===== config.mk =====
export PLATFORM = sky130hd
export DESIGN_NAME = delayed_action_queue
export DESIGN_NICKNAME = d
export VERILOG_FILES = /design/src/hw/rtl/daq_pkg.sv /design/src/hw/rtl/daq_ram.sv /design/src/hw/rtl/daq_scan.sv /design/src/hw/rtl/delayed_action_queue.sv
export SDC_FILE = /design/constraint.sdc
export NUM_CORES = 2
export LEC_CHECK = 0
export ABC_AREA = 1
export BUFFER_PORTS_ARGS = -buffer_cell sky130_fd_sc_hd__buf_2
export CAP_MARGIN = 20
export CORE_UTILIZATION = 55
export CTS_CLUSTER_DIAMETER = 120
export DETAILED_ROUTE_END_ITERATION = 7
export PLACE_DENSITY_LB_ADDON = 0.25
export REMOVE_ABC_BUFFERS = 1
export SLEW_MARGIN = 20
export SYNTH_ARGS = -nofsm -noshare
export SYNTH_HDL_FRONTEND = slang
export SYNTH_SLANG_ARGS = --single-unit
export TNS_END_PERCENT = 5

===== constraint.sdc =====
create_clock -name clk -period 18.58 [get_ports clk]
set_clock_uncertainty 0.05 [all_clocks]
set_input_delay 2.787 -clock clk [delete_from_list [all_inputs] [get_ports clk]]
set_output_delay 2.787 -clock clk [all_outputs]
set_load 0.01 [all_outputs]

===== src/hw/rtl/daq_pkg.sv =====
// Package for the delayed action queue: commands, result kinds, the stored entry
// layout and the result beat layout.
// No dependencies; daq_scan and delayed_action_queue import it.
`timescale 1ns / 1ps
`default_nettype none

package daq_pkg;

  localparam int DEF_CAPACITY = 16;
  localparam int MAX_RESULTS  = 16;
  localparam int FIRE_W       = $clog2(MAX_RESULTS + 1);

  localparam int HANDLE_W = 16;
  localparam int DELAY_W  = 31;
  localparam int CLOCK_W  = 32;
  localparam int PERIOD_W = 16;
  localparam int CMD_W    = 2;
  localparam int KIND_W   = 2;
  localparam int PEND_W   = 5;
  localparam int PEND_MAX = 31;

  localparam logic [PERIOD_W-1:0] TICK_RESET = 16'd100;

  localparam logic [CMD_W-1:0] CMD_ADD   = 2'd0;
  localparam logic [CMD_W-1:0] CMD_TICK  = 2'd1;
  localparam logic [CMD_W-1:0] CMD_CLEAR = 2'd2;

  localparam logic [KIND_W-1:0] KIND_ADD   = 2'd0;
  localparam logic [KIND_W-1:0] KIND_FIRED = 2'd1;
  localparam logic [KIND_W-1:0] KIND_CLEAR = 2'd2;

  typedef enum logic [1:0] {
    ST_IDLE,
    ST_SCAN,
    ST_FLUSH
  } state_t;

  typedef struct packed {
    logic [HANDLE_W-1:0] handle;
    logic [CLOCK_W-1:0]  created;
    logic [DELAY_W-1:0]  delay;
  } entry_t;

  typedef struct packed {
    logic [KIND_W-1:0]   kind;
    logic [HANDLE_W-1:0] handle;
    logic                accepted;
    logic                last;
    logic [PEND_W-1:0]   pending;
  } result_t;

endpackage

`default_nettype wire


===== src/hw/rtl/daq_ram.sv =====
// Generic simple dual-port RAM: one write port, one read port with registered
// read data. No package dependency.
`timescale 1ns / 1ps
`default_nettype none

module daq_ram #(
  parameter int WIDTH = 8,
  parameter int DEPTH = 16
) (
  input  wire logic                                     clk,
  input  wire logic                                     wr_en,
  input  wire logic [((DEPTH > 1) ? $clog2(DEPTH) : 1)-1:0] wr_addr,
  input  wire logic [WIDTH-1:0]                         wr_data,
  input  wire logic                                     rd_en,
  input  wire logic [((DEPTH > 1) ? $clog2(DEPTH) : 1)-1:0] rd_addr,
  output logic      [WIDTH-1:0]                         rd_data
);

  logic [WIDTH-1:0] mem [DEPTH];

  always_ff @(posedge clk) begin
    if (wr_en) begin
      mem[wr_addr] <= wr_data;
    end
    if (rd_en) begin
      rd_data <= mem[rd_addr];
    end
  end

endmodule

`default_nettype wire


===== src/hw/rtl/daq_scan.sv =====
// Command sequencer of the delayed action queue: millisecond clock, entry count,
// the tick scan over the entry memory and the result output register.
// Depends on daq_pkg.
`timescale 1ns / 1ps
`default_nettype none

module daq_scan
  import daq_pkg::*;
#(
  parameter int CAPACITY = DEF_CAPACITY,
  localparam int AW = (CAPACITY > 1) ? $clog2(CAPACITY) : 1,
  localparam int CW = $clog2(CAPACITY + 1)
) (
  input  wire logic                clk,
  input  wire logic                rst_n,
  input  wire logic                in_valid,
  output logic                     in_ready,
  input  wire logic [CMD_W-1:0]    in_cmd,
  input  wire logic [HANDLE_W-1:0] in_handle,
  input  wire logic [DELAY_W-1:0]  in_delay,
  input  wire logic [PERIOD_W-1:0] period,
  output logic                     out_valid,
  input  wire logic                out_ready,
  output result_t                  out_res,
  output logic                     ram_wr_en,
  output logic [AW-1:0]            ram_wr_addr,
  output entry_t                   ram_wr_data,
  output logic                     ram_rd_en,
  output logic [AW-1:0]            ram_rd_addr,
  input  entry_t                   ram_rd_data
);

  localparam int SW = (CW > PEND_W) ? CW : PEND_W;

  state_t              state_r, state_nxt;
  logic [CLOCK_W-1:0]  clock_r, clock_nxt;
  logic [CW-1:0]       count_r, count_nxt;
  logic [CW-1:0]       rd_r, rd_nxt;
  logic [CW-1:0]       wr_r, wr_nxt;
  logic [FIRE_W-1:0]   nfire_r, nfire_nxt;
  logic                held_valid_r, held_valid_nxt;
  logic [HANDLE_W-1:0] held_handle_r, held_handle_nxt;
  logic [PEND_W-1:0]   held_pend_r, held_pend_nxt;
  logic                out_valid_r, out_valid_nxt;
  result_t             out_r, out_nxt;

  logic                out_free;
  logic                accept;
  logic [CLOCK_W-1:0]  elapsed;
  logic                fire;
  logic                stall;
  logic                last_entry;
  logic [CW-1:0]       rd_inc;
  logic [CW-1:0]       pend_full;
  logic [SW-1:0]       pend_ext;
  logic [PEND_W-1:0]   pend_sat;
  logic [SW-1:0]       count_ext;
  logic [PEND_W-1:0]   count_sat;
  logic                add_ok;
  logic [CW-1:0]       add_count;

  assign out_free = !out_valid_r || out_ready;
  assign in_ready = (state_r == ST_IDLE) && out_free;
  assign accept   = in_valid && in_ready;

  // Elapsed time is taken modulo 2^32, so it survives one wrap of the clock.
  assign elapsed    = clock_r - ram_rd_data.created;
  assign fire       = (nfire_r < FIRE_W'(MAX_RESULTS)) &&
                      (elapsed >= {1'b0, ram_rd_data.delay});
  // A second firing needs the output register for the one held before it.
  assign stall      = fire && held_valid_r && !out_free;
  assign rd_inc     = rd_r + CW'(1);
  assign last_entry = (rd_inc == count_r);

  // Entries left after this firing: survivors so far plus those not yet scanned.
  assign pend_full = wr_r + (count_r - rd_inc);
  assign pend_ext  = SW'(pend_full);
  assign pend_sat  = (pend_ext > SW'(PEND_MAX)) ? PEND_W'(PEND_MAX) : pend_ext[PEND_W-1:0];

  assign add_ok    = (count_r < CW'(CAPACITY));
  assign add_count = add_ok ? (count_r + CW'(1)) : count_r;
  assign count_ext = SW'(add_count);
  assign count_sat = (count_ext > SW'(PEND_MAX)) ? PEND_W'(PEND_MAX) : count_ext[PEND_W-1:0];

  // Next state.
  always_comb begin
    state_nxt = state_r;
    case (state_r)
      ST_IDLE: begin
        if (accept && (in_cmd == CMD_TICK) && (count_r != '0)) begin
          state_nxt = ST_SCAN;
        end
      end
      ST_SCAN: begin
        if (!stall && last_entry) begin
          state_nxt = ST_FLUSH;
        end
      end
      ST_FLUSH: begin
        if (!held_valid_r || out_free) begin
          state_nxt = ST_IDLE;
        end
      end
      default: state_nxt = ST_IDLE;
    endcase
  end

  // Datapath, memory accesses and result beats.
  always_comb begin
    clock_nxt       = clock_r;
    count_nxt       = count_r;
    rd_nxt          = rd_r;
    wr_nxt          = wr_r;
    nfire_nxt       = nfire_r;
    held_valid_nxt  = held_valid_r;
    held_handle_nxt = held_handle_r;
    held_pend_nxt   = held_pend_r;
    out_valid_nxt   = out_valid_r && !out_ready;
    out_nxt         = out_r;
    ram_wr_en       = 1'b0;
    ram_wr_addr     = count_r[AW-1:0];
    ram_wr_data     = '{handle: in_handle, created: clock_r, delay: in_delay};
    ram_rd_en       = 1'b0;
    ram_rd_addr     = '0;

    case (state_r)
      ST_IDLE: begin
        if (accept) begin
          case (in_cmd)
            CMD_ADD: begin
              ram_wr_en     = add_ok;
              count_nxt     = add_count;
              out_valid_nxt = 1'b1;
              out_nxt       = '{kind: KIND_ADD, handle: in_handle, accepted: add_ok,
                                last: 1'b1, pending: count_sat};
            end
            CMD_TICK: begin
              clock_nxt      = clock_r + CLOCK_W'(period);
              rd_nxt         = '0;
              wr_nxt         = '0;
              nfire_nxt      = '0;
              held_valid_nxt = 1'b0;
              ram_rd_en      = (count_r != '0);
            end
            CMD_CLEAR: begin
              count_nxt     = '0;
              out_valid_nxt = 1'b1;
              out_nxt       = '{kind: KIND_CLEAR, handle: '0, accepted: 1'b0,
                                last: 1'b1, pending: '0};
            end
            default: ;
          endcase
        end
      end
      ST_SCAN: begin
        if (!stall) begin
          if (fire) begin
            // The previous firing is known not to be the final one now.
            if (held_valid_r) begin
              out_valid_nxt = 1'b1;
              out_nxt       = '{kind: KIND_FIRED, handle: held_handle_r, accepted: 1'b0,
                                last: 1'b0, pending: held_pend_r};
            end
            held_valid_nxt  = 1'b1;
            held_handle_nxt = ram_rd_data.handle;
            held_pend_nxt   = pend_sat;
            nfire_nxt       = nfire_r + FIRE_W'(1);
          end else begin
            ram_wr_en   = 1'b1;
            ram_wr_addr = wr_r[AW-1:0];
            ram_wr_data = ram_rd_data;
            wr_nxt      = wr_r + CW'(1);
          end
          rd_nxt = rd_inc;
          if (!last_entry) begin
            ram_rd_en   = 1'b1;
            ram_rd_addr = rd_inc[AW-1:0];
          end
        end
      end
      ST_FLUSH: begin
        count_nxt = wr_r;
        if (held_valid_r && out_free) begin
          held_valid_nxt = 1'b0;
          out_valid_nxt  = 1'b1;
          out_nxt        = '{kind: KIND_FIRED, handle: held_handle_r, accepted: 1'b0,
                             last: 1'b1, pending: held_pend_r};
        end
      end
      default: ;
    endcase
  end

  always_ff @(posedge clk) begin
    if (!rst_n) begin
      state_r      <= ST_IDLE;
      clock_r      <= '0;
      count_r      <= '0;
      held_valid_r <= 1'b0;
      out_valid_r  <= 1'b0;
    end else begin
      state_r      <= state_nxt;
      clock_r      <= clock_nxt;
      count_r      <= count_nxt;
      held_valid_r <= held_valid_nxt;
      out_valid_r  <= out_valid_nxt;
    end
  end

  always_ff @(posedge clk) begin
    rd_r          <= rd_nxt;
    wr_r          <= wr_nxt;
    nfire_r       <= nfire_nxt;
    held_handle_r <= held_handle_nxt;
    held_pend_r   <= held_pend_nxt;
    out_r         <= out_nxt;
  end

  assign out_valid = out_valid_r;
  assign out_res   = out_r;

endmodule

`default_nettype wire


===== src/hw/rtl/delayed_action_queue.sv =====
// Top level of the delayed action queue: stream ports, the tick period register,
// the entry memory and the command sequencer.
// Depends on daq_pkg, daq_ram and daq_scan.
`timescale 1ns / 1ps
`default_nettype none

// The block keeps up to CAPACITY pending actions in one entry memory (handle,
// creation time, delay) in arrival order. Add and clear beats each answer with
// one result beat. A tick beat advances the millisecond clock by tick_period_ms
// and then walks the stored entries through the memory's single read port, one
// entry per cycle while the result side does not stall, writing survivors back
// toward the head, and gives one beat per fired action with tlast on the final
// one (none if nothing fires). A new beat is taken only once the previous
// command is finished and the output register is free or being drained. The
// memory holds no reset state, so no clearing pass follows reset.
module delayed_action_queue
  import daq_pkg::*;
#(
  parameter int CAPACITY = DEF_CAPACITY
) (
  input  wire logic        clk,
  input  wire logic        rst_n,
  input  wire logic        in_tvalid,
  output logic             in_tready,
  input  wire logic [47:0] in_tdata,   // action_handle[15:0], delay_ms[46:16], zero pad
  input  wire logic [1:0]  in_tuser,   // cmd[1:0]
  output logic             out_tvalid,
  input  wire logic        out_tready,
  output logic [23:0]      out_tdata,  // fired_handle[15:0], accepted[16],
                                       // pending_count[21:17], zero pad
  output logic [1:0]       out_tuser,  // kind[1:0]
  output logic             out_tlast,
  input  wire logic        cfg_valid,
  output logic             cfg_ready,
  input  wire logic [15:0] cfg_data    // tick_period_ms[15:0]
);

  localparam int AW = (CAPACITY > 1) ? $clog2(CAPACITY) : 1;
  localparam int EW = $bits(entry_t);

  logic [PERIOD_W-1:0] period_r;
  result_t             out_res;
  logic                ram_wr_en;
  logic [AW-1:0]       ram_wr_addr;
  entry_t              ram_wr_data;
  logic                ram_rd_en;
  logic [AW-1:0]       ram_rd_addr;
  entry_t              ram_rd_data;

  assign cfg_ready = 1'b1;

  always_ff @(posedge clk) begin
    if (!rst_n) begin
      period_r <= TICK_RESET;
    end else if (cfg_valid) begin
      period_r <= cfg_data;
    end
  end

  daq_ram #(
    .WIDTH (EW),
    .DEPTH (CAPACITY)
  ) u_entries (
    .clk     (clk),
    .wr_en   (ram_wr_en),
    .wr_addr (ram_wr_addr),
    .wr_data (ram_wr_data),
    .rd_en   (ram_rd_en),
    .rd_addr (ram_rd_addr),
    .rd_data (ram_rd_data)
  );

  daq_scan #(
    .CAPACITY (CAPACITY)
  ) u_scan (
    .clk         (clk),
    .rst_n       (rst_n),
    .in_valid    (in_tvalid),
    .in_ready    (in_tready),
    .in_cmd      (in_tuser),
    .in_handle   (in_tdata[15:0]),
    .in_delay    (in_tdata[46:16]),
    .period      (period_r),
    .out_valid   (out_tvalid),
    .out_ready   (out_tready),
    .out_res     (out_res),
    .ram_wr_en   (ram_wr_en),
    .ram_wr_addr (ram_wr_addr),
    .ram_wr_data (ram_wr_data),
    .ram_rd_en   (ram_rd_en),
    .ram_rd_addr (ram_rd_addr),
    .ram_rd_data (ram_rd_data)
  );

  assign out_tdata = {2'b00, out_res.pending, out_res.accepted, out_res.handle};
  assign out_tuser = out_res.kind;
  assign out_tlast = out_res.last;

  // During a scan the write-back slot always trails the entry being fetched.
  a_no_rw_collision : assert property (@(posedge clk) disable iff (!rst_n)
    ram_wr_en && ram_rd_en |-> ram_wr_addr != ram_rd_addr)
    else $error("entry memory written and read at the same address");

  a_single_answer_last : assert property (@(posedge clk) disable iff (!rst_n)
    out_tvalid && out_res.kind != KIND_FIRED |-> out_res.last)
    else $error("add or clear answer without tlast");

  a_fired_not_accepted : assert property (@(posedge clk) disable iff (!rst_n)
    out_tvalid && out_res.kind != KIND_ADD |-> !out_res.accepted)
    else $error("accepted flag set on a non-add beat");

  a_no_take_while_busy : assert property (@(posedge clk) disable iff (!rst_n)
    ram_rd_en && !(in_tvalid && in_tready) |-> !in_tready)
    else $error("input taken while a scan is fetching entries");

endmodule

`default_nettype wire

==> flow_summary.ini <==
[status]
status = finished, final reports clean

[sta]
setup_slack_ns = 10.20
max_slew.worst_pin.slew_ns = 1.188
min_period_over_period = 0.4508
hold_violations = 0
setup_viol_count_final = 0
max_freq_mhz = 119.4
slew_headroom = 0.2024
rsz0062_at_grt = false
min_period_ns = 8.377
slew_violations = 0
whs_ns = 0.4132

[place]
globalplace.congestion = 0.9123
hpwl_mm = 91.86
placed_cells = 8221
portBuffers = 96
place_ws_ns = 10.29

[hold_path]
min_path_cells = 0
hp-class = register to register
hold_start = u_entries.rd_data[65]$_DFFE_PP_
min_to = u_scan.held_handle_r[2]$_DFFE_PP_

[drt]
first_pass_iters = 8
routed-via-count = 48996
postRouteAntennaNets = 0
routed_wl_mm = 180.4
viasPerCell = 5.764
drc = 0
wire_per_inst_um = 21.22
drt-initial-drc-count = 6005

[synthesis]
yosysSeqAreaShare = 0.6386
synthCells = 6795
avgSynthCellArea_um2 = 9.979
synth-edff-count = 1404
ys_types = 44
ys_ff_latch = 1461
netlist.area_leader.share = 0.6218
synth_top_flop_cell = edfxtp_1
yosysWarnings = 0
yosys.area.top_type = edfxtp_1
synth_area_um2 = 67810
yosys-top-cells-area = edfxtp_1 (62%), nand3_1 (6.4%), inv_1 (6.2%)
async_reset_ff_frac = 0

[setup_path]
critPathMaxStageDelay_ns = 0.73
path_max_fanout = 49
regToRegSetupSlack_ns = 10.20
timing_worst_setup_path_type = register to register
cp-end-kind = register
cp.required_ns = 18.91
slowest_stage = buf_4
worst_setup_path_start_kind = register
reg2regPathDepth = 29
cp.arrival_ns = 8.70
cpMostUsedCell = nand2_1
r2r-start = u_entries.rd_data[37]$_DFFE_PP_
r2r_end = u_entries.mem[3][29]$_DFFE_PP_

[power]
irDropWorstVdd_mv = 0.1376
power.density_nw_per_um2 = 146.7
power_w = 0.01094
power.leakage_nw = 31.01

[clock_network]
clockBufferDepth = 3
cts_resized = 0
ctsHoldBuffers = 0
cts_inserted_buffers = 151
htreeDepth = 4
cts_setup_buffers = 0
cts_sinks = 1461
cts_tree = done
root_buffer = clkbuf_16
clk_latency_ns = 0.76
clkTransAtPathRegs_ns = 0.06

[flow_run]
drv_cap = 0

[layout]
final_net_count = 6921
instances_no_fill = 8500
final_cell_mix = edfxtp_1 (1404), inv_1 (1128), nand2_1 (1106), nand3_1 (866), nor2_1 (750)
fillers = 9698
syn_to_final_growth_pct = 9.972
layout_commonest_cell = edfxtp_1
final_layout_size_suffix_gt1_frac = 0.06838

[global_routing]
grt_remaining_overflow = 0
grt_pass1_vias = 46180
antenna_found_initial = 7
grt.total_usage = 0.2860
grt_max_degree = 209
grt_pass1_wl_mm = 272.8

[floorplanning]
die_w_um = 353.1
dieArea_um2 = 124700
core_um2 = 122000
fp-row-count = 128
die_y_um = 353.1
io_pins = 101
initial_utilization = 0.5556
[worst max-delay path, delay by kind of cell (launching register included)]
kind / cells / cell delay [ns]
AND/OR/NAND/NOR: 10 / 2.42
buffers and inverters: 6 / 2.30
AO/OA/AOI/OAI: 10 / 1.98
adder cells (fa/ha/maj): 2 / 0.69
flip-flops: 1 / 0.35
XOR/XNOR: 1 / 0.10
[flip-flops by register name, summed over array words and instances, names as in the netlist]
name                  count
u_scan.clock_r           32
u_scan.held_valid_r       1
u_entries.mem          1264
u_scan.rd_r               5
u_scan.wr_r               5
u_scan.count_r            5
u_scan.held_handle_r     16
u_scan.out_res           25
u_scan.state_r            2
u_scan.nfire_r            5
period_r                 16
u_entries.rd_data        79
u_scan.held_pend_r        5
u_scan.out_valid          1
[worst max path at each step]
stage / startpoint / end / slack (ns) / depth (start not counted)
after detailed placement: u_entries.rd_data[33]$_DFFE_PP_ / u_entries.mem[3][29]$_DFFE_PP_ / 10.29 / 29
after global routing: u_entries.rd_data[37]$_DFFE_PP_ / u_entries.mem[3][24]$_DFFE_PP_ / 9.67 / 29
after floorplan: u_scan.rd_r[0]$_SDFFCE_PN0P_ / u_entries.rd_data[77]$_DFFE_PP_ / -4.71 / 12
after CTS: u_entries.rd_data[37]$_DFFE_PP_ / u_entries.mem[10][72]$_DFFE_PP_ / 10.24 / 29
after global placement: u_entries.rd_data[33]$_DFFE_PP_ / u_entries.mem[10][72]$_DFFE_PP_ / 10.31 / 29
final: u_entries.rd_data[37]$_DFFE_PP_ / u_entries.mem[3][29]$_DFFE_PP_ / 10.20 / 29
[synth_stat cells, drive strengths merged (3+ instances only)]
master	count
edfxtp	1404
inv	1133
nand2	1112
nand3	869
nor2	770
nand4	561
clkbuf	241
buf	187
o21ai	144
a21oi	95
ha	93
dfxtp	57
xor2	31
xnor2	28
nor3	18
a31oi	7
a211oi	6
fa	6
o211ai	5
a21o	4
o21a	3
[per-layer routing]
| layer | track usage | routed length, um | vias to the layer above |
|---|---|---|---|
| li1 | - | - | 22797 |
| met1 | 0.3949 | 72910 | 23413 |
| met2 | 0.4571 | 84350 | 2408 |
| met3 | 0.04910 | 17240 | 374 |
| met4 | 0.1043 | 5847 | 4 |
| met5 | 0 | 33 | - |
[final cells by class]
cell class,instances,area (um^2),share of cell area
Inverter,1135,4288,0.05750
Antenna cell,2,5.005,0.00006712
Multi-Input combinational cell,3772,18550,0.2487
Tap cell,1625,2033,0.02727
Clock inverter,77,693.2,0.009296
Timing Repair Buffer,230,1597,0.02141
Clock buffer,198,4104,0.05504
Sequential cell,1461,43300,0.5807
[where the power goes]
group          internal (W)  leakage (nW)  switching [W]
registers           0.00432          13.3       0.000122
clock network       0.00171          2.34        0.00125
logic              0.000953          15.4        0.00259
total               0.00698          31.0        0.00396
[through the flow]
stage / instance area (um^2) / setup TNS [ns] / utilization
3_5_place_dp: 69700 / 0 / 0.5711
3_3_place_gp: 69700 / 0 / 0.5711
4_1_cts: 74500 / 0 / 0.6105
2_1_floorplan: 65940 / -371.07 / -
5_1_grt: 74570 / 0 / 0.6110
6_report: 74570 / 0 / 0.6110
[logic make-up (layout without fill, tap and decap cells)]
family | after synthesis | after routing | synth area share
buf+inv | 1563 | 1640 | 0.09036
fa+ha+maj | 99 | 99 | 0.01893
simple gates | 3335 | 3335 | 0.2226
compound gates | 276 | 276 | 0.02179
flops | 1461 | 1461 | 0.6386
other cells | 2 | 5 | 0.0001108
xor+xnor | 59 | 59 | 0.007621
Power figures use the tool's default switching activity.
